`src/tksi_pkg.sv`:
```
// ----------------------------------------------------------------------------
// tksi_pkg: shared types and constants for the top-k sorted insertion list
// Holds the stored entry layout, the sequencer states and register decode.
// ----------------------------------------------------------------------------
package tksi_pkg;

  localparam int unsigned ScoreW = 32;
  localparam int unsigned TagW   = 16;
  localparam int unsigned LimitW = 5;
  localparam int unsigned PosW   = 4;
  localparam int unsigned CountW = 5;
  localparam int unsigned AddrW  = 3;
  localparam int unsigned DataW  = 32;

  // register index taken from paddr[2]
  localparam logic RegKeepLimit = 1'b0;
  localparam logic [LimitW-1:0] KeepLimitReset = 5'd16;

  typedef struct packed {
    logic [ScoreW-1:0] score;
    logic [TagW-1:0]   tag;
  } entry_t;

  typedef enum logic [2:0] {
    ST_IDLE,
    ST_READ,
    ST_CMP,
    ST_WRITE,
    ST_DONE
  } state_e;

endpackage

```
`src/tksi_rank_ram.sv`:
```
// ----------------------------------------------------------------------------
// tksi_rank_ram: rank store
// One write port and one registered read port, one entry per rank.
// ----------------------------------------------------------------------------
module tksi_rank_ram #(
  parameter int unsigned Depth = 16,
  parameter int unsigned AW    = 4
) (
  input  logic             clk_i,
  input  logic             we_i,
  input  logic [AW-1:0]    waddr_i,
  input  tksi_pkg::entry_t wdata_i,
  input  logic [AW-1:0]    raddr_i,
  output tksi_pkg::entry_t rdata_o
);
  import tksi_pkg::*;

  entry_t mem_q [Depth];
  entry_t rdata_q;

  always_ff @(posedge clk_i) begin
    if (we_i) begin
      mem_q[waddr_i] <= wdata_i;
    end
  end

  always_ff @(posedge clk_i) begin
    rdata_q <= mem_q[raddr_i];
  end

  assign rdata_o = rdata_q;

endmodule

```
`src/top_k_sorted_insert_top.sv`:
```
// ----------------------------------------------------------------------------
// top_k_sorted_insert_top: top-k sorted insertion list
// Keeps the best scored entries in descending order with a shared comparator
// that walks the ranks from the lowest held entry upward.
// ----------------------------------------------------------------------------
// Sequence: each compared rank costs one registered store read (ST_READ)
// plus one compare-and-shift step (ST_CMP) in the shared unit; then ST_WRITE
// stores the entry, ST_DONE waits for the output register, then ST_IDLE.
// Reset: asynchronous active low; clears the count and the sequencer and sets
// keep_limit to 16. The rank store is not cleared; ranks past the count are
// never read.
module top_k_sorted_insert_top #(
  parameter int unsigned CAPACITY = 16
) (
  input  logic                         clk_i,
  input  logic                         rst_ni,
  // configuration port
  input  logic                         psel,
  input  logic                         penable,
  input  logic                         pwrite,
  input  logic [tksi_pkg::AddrW-1:0]   paddr,
  input  logic [tksi_pkg::DataW-1:0]   pwdata,
  output logic [tksi_pkg::DataW-1:0]   prdata,
  output logic                         pready,
  // request channel
  input  logic                         in_valid_i,
  output logic                         in_ready_o,
  input  logic [tksi_pkg::ScoreW-1:0]  new_score_i,
  input  logic [tksi_pkg::TagW-1:0]    item_tag_i,
  // result channel
  output logic                         out_valid_o,
  input  logic                         out_ready_i,
  output logic                         accepted_o,
  output logic [tksi_pkg::PosW-1:0]    insert_position_o,
  output logic                         evicted_valid_o,
  output logic [tksi_pkg::TagW-1:0]    evicted_tag_o,
  output logic [tksi_pkg::CountW-1:0]  entry_count_o
);
  import tksi_pkg::*;

  localparam int unsigned IdxW = (CAPACITY > 1) ? $clog2(CAPACITY) : 1;
  localparam int unsigned CntW = $clog2(CAPACITY + 1);
  localparam logic [6:0]  Cap7 = 7'(CAPACITY);

  function automatic logic [CntW-1:0] eff_limit(input logic [LimitW-1:0] k);
    logic [6:0] k7;
    k7 = 7'(k);
    if (k7 == 7'd0) begin
      k7 = 7'd1;
    end
    if (k7 > Cap7) begin
      k7 = Cap7;
    end
    return CntW'(k7);
  endfunction

  // configuration
  logic [LimitW-1:0] keep_limit_q;
  logic              cfg_we;

  assign pready = 1'b1;
  assign cfg_we = psel && penable && pwrite && (paddr[2] == RegKeepLimit);
  assign prdata = (paddr[2] == RegKeepLimit) ? DataW'(keep_limit_q) : '0;

  // sequencer state
  state_e          state_q, state_d;
  logic [CntW-1:0] held_q, held_d;
  logic [CntW-1:0] count_q, count_d;
  logic [CntW-1:0] lim_q, lim_d;
  logic [CntW-1:0] hole_q, hole_d;
  logic [CntW-1:0] j_q, j_d;
  logic            full_q, full_d;
  logic            ev_q, ev_d;
  logic [TagW-1:0] ev_tag_q, ev_tag_d;
  entry_t          new_q, new_d;

  // result staging and output register
  logic            res_acc_q, res_acc_d;
  logic [CntW-1:0] res_pos_q, res_pos_d;
  logic [CntW-1:0] res_cnt_q, res_cnt_d;
  logic            out_valid_q, out_valid_d;
  logic            out_load;
  logic            out_acc_q;
  logic [6:0]      out_pos_q;
  logic            out_ev_q;
  logic [TagW-1:0] out_ev_tag_q;
  logic [6:0]      out_cnt_q;

  // rank store port
  logic            ram_we;
  logic [IdxW-1:0] ram_waddr;
  entry_t          ram_wdata;
  entry_t          ram_rdata;

  logic [CntW-1:0] start_count;
  logic [CntW-1:0] start_lim;
  logic [CntW-1:0] j_next;

  assign start_lim   = eff_limit(keep_limit_q);
  assign start_count = (held_q > start_lim) ? start_lim : held_q;
  assign j_next      = j_q + CntW'(1);

  tksi_rank_ram #(
    .Depth (CAPACITY),
    .AW    (IdxW)
  ) u_rank_ram (
    .clk_i   (clk_i),
    .we_i    (ram_we),
    .waddr_i (ram_waddr),
    .wdata_i (ram_wdata),
    .raddr_i (j_q[IdxW-1:0]),
    .rdata_o (ram_rdata)
  );

  always_comb begin
    state_d     = state_q;
    held_d      = held_q;
    count_d     = count_q;
    lim_d       = lim_q;
    hole_d      = hole_q;
    j_d         = j_q;
    full_d      = full_q;
    ev_d        = ev_q;
    ev_tag_d    = ev_tag_q;
    new_d       = new_q;
    res_acc_d   = res_acc_q;
    res_pos_d   = res_pos_q;
    res_cnt_d   = res_cnt_q;
    out_valid_d = out_valid_q;
    out_load    = 1'b0;
    ram_we      = 1'b0;
    ram_waddr   = j_next[IdxW-1:0];
    ram_wdata   = ram_rdata;
    in_ready_o  = 1'b0;

    if (out_valid_q && out_ready_i) begin
      out_valid_d = 1'b0;
    end

    case (state_q)
      ST_IDLE: begin
        in_ready_o = 1'b1;
        if (in_valid_i) begin
          new_d.score = new_score_i;
          new_d.tag   = item_tag_i;
          count_d     = start_count;
          lim_d       = start_lim;
          full_d      = (start_count >= start_lim);
          hole_d      = start_count;
          j_d         = start_count - CntW'(1);
          ev_d        = 1'b0;
          ev_tag_d    = '0;
          state_d     = (start_count == '0) ? ST_WRITE : ST_READ;
        end
      end
      ST_READ: begin
        // store read of rank j is in flight
        state_d = ST_CMP;
      end
      ST_CMP: begin
        if (ram_rdata.score < new_q.score) begin
          hole_d = j_q;
          if (j_next < lim_q) begin
            // shift this entry one rank down
            ram_we = 1'b1;
          end else begin
            // lowest rank of a full list falls off
            ev_d     = 1'b1;
            ev_tag_d = ram_rdata.tag;
          end
          if (j_q == '0) begin
            state_d = ST_WRITE;
          end else begin
            j_d     = j_q - CntW'(1);
            state_d = ST_READ;
          end
        end else begin
          state_d = ST_WRITE;
        end
      end
      ST_WRITE: begin
        if (full_q && (hole_q == count_q)) begin
          res_acc_d = 1'b0;
          res_pos_d = '0;
          res_cnt_d = count_q;
        end else begin
          ram_we    = 1'b1;
          ram_waddr = hole_q[IdxW-1:0];
          ram_wdata = new_q;
          res_acc_d = 1'b1;
          res_pos_d = hole_q;
          res_cnt_d = full_q ? count_q : count_q + CntW'(1);
          held_d    = full_q ? count_q : count_q + CntW'(1);
        end
        state_d = ST_DONE;
      end
      ST_DONE: begin
        // hold until the output register is free
        if (!out_valid_q || out_ready_i) begin
          out_load    = 1'b1;
          out_valid_d = 1'b1;
          state_d     = ST_IDLE;
        end
      end
      default: begin
        state_d = ST_IDLE;
      end
    endcase

    if (cfg_we && (held_q > eff_limit(pwdata[LimitW-1:0]))) begin
      held_d = eff_limit(pwdata[LimitW-1:0]);
    end
  end

  always_ff @(posedge clk_i or negedge rst_ni) begin
    if (!rst_ni) begin
      state_q      <= ST_IDLE;
      held_q       <= '0;
      keep_limit_q <= KeepLimitReset;
      out_valid_q  <= 1'b0;
    end else begin
      state_q     <= state_d;
      held_q      <= held_d;
      out_valid_q <= out_valid_d;
      if (cfg_we) begin
        keep_limit_q <= pwdata[LimitW-1:0];
      end
    end
  end

  always_ff @(posedge clk_i) begin
    count_q   <= count_d;
    lim_q     <= lim_d;
    hole_q    <= hole_d;
    j_q       <= j_d;
    full_q    <= full_d;
    ev_q      <= ev_d;
    ev_tag_q  <= ev_tag_d;
    new_q     <= new_d;
    res_acc_q <= res_acc_d;
    res_pos_q <= res_pos_d;
    res_cnt_q <= res_cnt_d;
    if (out_load) begin
      out_acc_q    <= res_acc_q;
      out_pos_q    <= 7'(res_pos_q);
      out_ev_q     <= ev_q;
      out_ev_tag_q <= ev_tag_q;
      out_cnt_q    <= 7'(res_cnt_q);
    end
  end

  assign out_valid_o       = out_valid_q;
  assign accepted_o        = out_acc_q;
  assign insert_position_o = out_pos_q[PosW-1:0];
  assign evicted_valid_o   = out_ev_q;
  assign evicted_tag_o     = out_ev_tag_q;
  assign entry_count_o     = out_cnt_q[CountW-1:0];

endmodule

```
`config.mk`:
```
export PLATFORM = sky130hd
export DESIGN_NAME = top_k_sorted_insert_top
export DESIGN_NICKNAME = d
export VERILOG_FILES = /design/src/tksi_pkg.sv /design/src/tksi_rank_ram.sv /design/src/top_k_sorted_insert_top.sv
export SDC_FILE = /design/constraint.sdc
export NUM_CORES = 1
export LEC_CHECK = 0
export BUFFER_PORTS_ARGS = -buffer_cell sky130_fd_sc_hd__buf_2
export CAP_MARGIN = 10
export CORE_UTILIZATION = 60
export DETAILED_ROUTE_END_ITERATION = 16
export PLACE_DENSITY = 0.85
export SKIP_CTS_REPAIR_TIMING = 1
export SYNTH_ARGS = -nofsm -noshare
export SYNTH_HDL_FRONTEND = slang
export SYNTH_SLANG_ARGS = --single-unit
```
`constraint.sdc`:
```
create_clock -name clk_i -period 10.1 [get_ports clk_i]
set_clock_uncertainty 0.2 [all_clocks]
set_input_delay 0.505 -clock clk_i [delete_from_list [all_inputs] [get_ports clk_i]]
set_output_delay 0.505 -clock clk_i [all_outputs]
set_load 0.005 [all_outputs]
```
==> results.json <==
{
  "status": "finished, violations left",
  "violations": "negative hold slack",
  "synth_edf_count": 891,
  "synthXorXnorAreaFrac": 0.00376,
  "end_kind": "flip-flop",
  "die_x_um": 250,
  "drc": 0,
  "cp-start-kind": "flip-flop",
  "ys_async_sr_fraction": 0.0147,
  "wl_per_cell_um": 29.6,
  "syn_to_final_growth_pct": 13.0,
  "via_per_inst": 6.53,
  "drive_gt1_frac": 0.270,
  "synthAdderAreaFrac": 0.0183,
  "grt_usage": 0.269,
  "synth_mux_area_frac": 0.154,
  "cts_root_buffer": "clkbuf_16",
  "finalPower_mw": 13.2,
  "fin_ws_ns": 4.09,
  "finalCritPeriodShare": 0.595,
  "io_pins": 152,
  "powerDensity_nw_per_um2": 315,
  "required_ns": 10.18,
  "antenna_cells": 0,
  "crit_arrival_ns": 6.09,
  "drtIter0Drc": 2408,
  "yosysWarnings": 0,
  "dpl-instance-area_sq_um": 38400,
  "syn_inst": 1759,
  "grt_pass1_wl_um": 120000,
  "worst_pin_slew_ns": 1.27,
  "drt-total-wl_um": 83500,
  "grt_max_degree": 93,
  "synth_area_sq_um": 37000,
  "peakVddDrop_v": 0.000435,
  "grt_pass1_vias": 19000,
  "die_y_um": 250,
  "dp_cells": 2596,
  "fin_area_sq_um": 41800,
  "synth-compound-area-share": 0.0159,
  "holdPathStages": 3,
  "tns_ns": 0,
  "hold_slack_ns": -0.0195,
  "nets": 2106,
  "clk_path_buf_depth": 3,
  "avgSynthCellArea_sq_um": 21.0,
  "ys.flop_type": "edfxtp_1",
  "core-area_sq_um": 60600,
  "drt_first_pass_iters": 5,
  "timing.slew.headroom": 0.157,
  "portBuffers": 94,
  "criticalPathCategory": "flip-flop to flip-flop",
  "cts_tree": "done",
  "period_needed_ns": 6.01,
  "yosys.area_share.simple": 0.0272,
  "num_rows": 90,
  "start_util": 0.610,
  "path_clk_slew_ns": 0.07,
  "drtAntennaViolNets": 0,
  "timing.fmax_mhz": 166,
  "drv_cap": 0,
  "finalSetupViolations": 0,
  "fin_util": 0.689,
  "ys_seq_area_frac": 0.759,
  "pre_cts_slack_ns": 4.22,
  "finalHoldViolCount": 1,
  "antenna_found_initial": 0,
  "dp_hpwl_um": 39800,
  "p_leak_nw": 14.2,
  "crit_fanout": 43,
  "numClockSinks": 953,
  "nFillCells": 3459,
  "synth-seq-cells": 953,
  "clk_latency_ns": 0.66,
  "vias": 18400,
  "hold_class": "primary input to flip-flop",
  "finalMaxSlewViolations": 0,
  "rsz0062_at_grt": "no",
  "synth_top_family_by_area": "multiplexers",
  "r2r_slack_ns": 4.09,
  "gp_congestion": 0.788,
  "cts_buffers": 90,
  "final_cells": 2821,
  "dieArea_sq_um": 62600,
  "htreeDepth": 3,
  "synthDistinctLibCells": 61,
  "grt.overflow.total": 0,
  "reg2reg_depth": 12
}
## cells in the final DEF, fill, tap and decap left out, types with 6 or more instances in the layout
| cell | instances |
|---|---|
| dfxtp_1 | 48 |
| dfrtp_1 | 13 |
| a21oi_1 | 21 |
| and3_1 | 23 |
| inv_1 | 65 |
| nor3_1 | 10 |
| conb_1 | 28 |
| clkbuf_8 | 11 |
| buf_4 | 35 |
| nor2_1 | 12 |
| o21ai_1 | 21 |
| clkbuf_16 | 92 |
| clkinv_1 | 8 |
| nor2b_1 | 11 |
| mux2i_1 | 10 |
| mux4_2 | 240 |
| clkbuf_1 | 27 |
| nor2_4 | 13 |
| buf_2 | 94 |
| ha_1 | 54 |
| nand3_1 | 6 |
| nand2b_1 | 6 |
| mux2_2 | 7 |
| clkinv_2 | 19 |
| edfxtp_1 | 891 |
| nand2_1 | 106 |
| xnor2_1 | 9 |
| dlygate4sd3_1 | 54 |
| o21ai_0 | 22 |
## critical path: stages (launching register included)
cell and delay (ns):
edfxtp_1 1.19, buf_4 0.67, inv_1 0.16, ha_1 0.37, ha_1 0.29, a21boi_0 0.13
o21a_1 0.24, o211ai_1 0.26, nand3_1 0.16, nor3_1 0.23, a21oi_1 0.28, nor2_4 0.81
buf_4 0.59
## worst paths after layout
check | end | from
min reg2reg | evicted_tag_o[10]$_DFFE_PP_ | ev_tag_q[10]$_SDFFCE_PN0P_
max reg2reg | u_rank_ram.mem_q[10][41]$_DFFE_PP_ | j_q[1]$_DFFE_PP_
max | u_rank_ram.mem_q[10][41]$_DFFE_PP_ | j_q[1]$_DFFE_PP_
max in group asynchronous | keep_limit_q[4]$_DFFE_PN1P_ | rst_ni
min | out_valid_o$_DFF_PN0_ | out_ready_i
min in group asynchronous | state_q[1]$_DFFE_PN0P_ | rst_ni
## report_power, final
part           total, mW  leakage, nW  internal (mW)  switching (mW)
Combinational       3.86         4.13           1.56            2.30
Sequential          5.99         8.64           5.67           0.318
Clock               3.30         1.42           1.85            1.46
Total               13.2         14.2           9.08            4.08
## Yosys cell counts (5+ instances only)
cell / n / area share
nand4_1: 5 / 0.00085
mux2i_1: 10 / 0.0027
mux2_2: 7 / 0.0021
nand3_1: 6 / 0.00081
dfrtp_1: 13 / 0.0088
o21ai_0: 42 / 0.0057
mux4_2: 240 / 0.15
inv_1: 65 / 0.0066
buf_2: 24 / 0.0032
nor2b_1: 12 / 0.0020
xnor2_1: 9 / 0.0021
nand2b_1: 6 / 0.0010
nand2_1: 106 / 0.011
clkbuf_1: 35 / 0.0036
nor3_1: 10 / 0.0014
and3_1: 23 / 0.0039
xor2_1: 5 / 0.0012
buf_4: 34 / 0.0069
ha_1: 54 / 0.018
dfxtp_1: 48 / 0.026
a21oi_1: 21 / 0.0028
edfxtp_1: 891 / 0.72
nor2_1: 25 / 0.0025
## layer usage
| layer | GRT usage | up-vias | wire, um |
|---|---|---|---|
| met3 | 0.0480 | 201 | 7190 |
| met4 | 0.115 | 0 | 2980 |
| met1 | 0.340 | 9466 | 30000 |
| met5 | 0 | - | 0 |
| met2 | 0.461 | 1252 | 43300 |
| li1 | - | 7491 | - |
## layout make-up
type                       count  area (sq um)  share of cell area
inverter                      65           244             0.00584
clock buffer                 130          2550              0.0612
multi-input combinational    666          8310               0.199
timing repair buffer         186          1310              0.0313
clock inverter                39           312             0.00746
sequential                   953         28100               0.672
tap                          782           978              0.0234
## state kept, by name, summed over array words and instances, names as in the netlist, 3 cells and up
signal,count
u_rank_ram.mem_q,768
new_q,48
u_rank_ram.rdata_o,48
ev_tag_q,16
evicted_tag_o,16
count_q,5
held_q,5
hole_q,5
j_q,5
keep_limit_q,5
lim_q,5
out_cnt_q,5
res_cnt_q,5
out_pos_q,4
res_pos_q,4
state_q,3
## cells by family (layout without fill, tap and decap cells)
| family | after synthesis | in the layout |
|---|---|---|
| flops | 953 | 953 |
| mux | 263 | 263 |
| buf+inv | 166 | 420 |
| other cells | 2 | 28 |
| xor+xnor | 15 | 15 |
| fa+ha+maj | 54 | 54 |
| simple gates | 210 | 210 |
| compound gates | 96 | 96 |
Note: power is estimated with default switching activity, not from simulation.
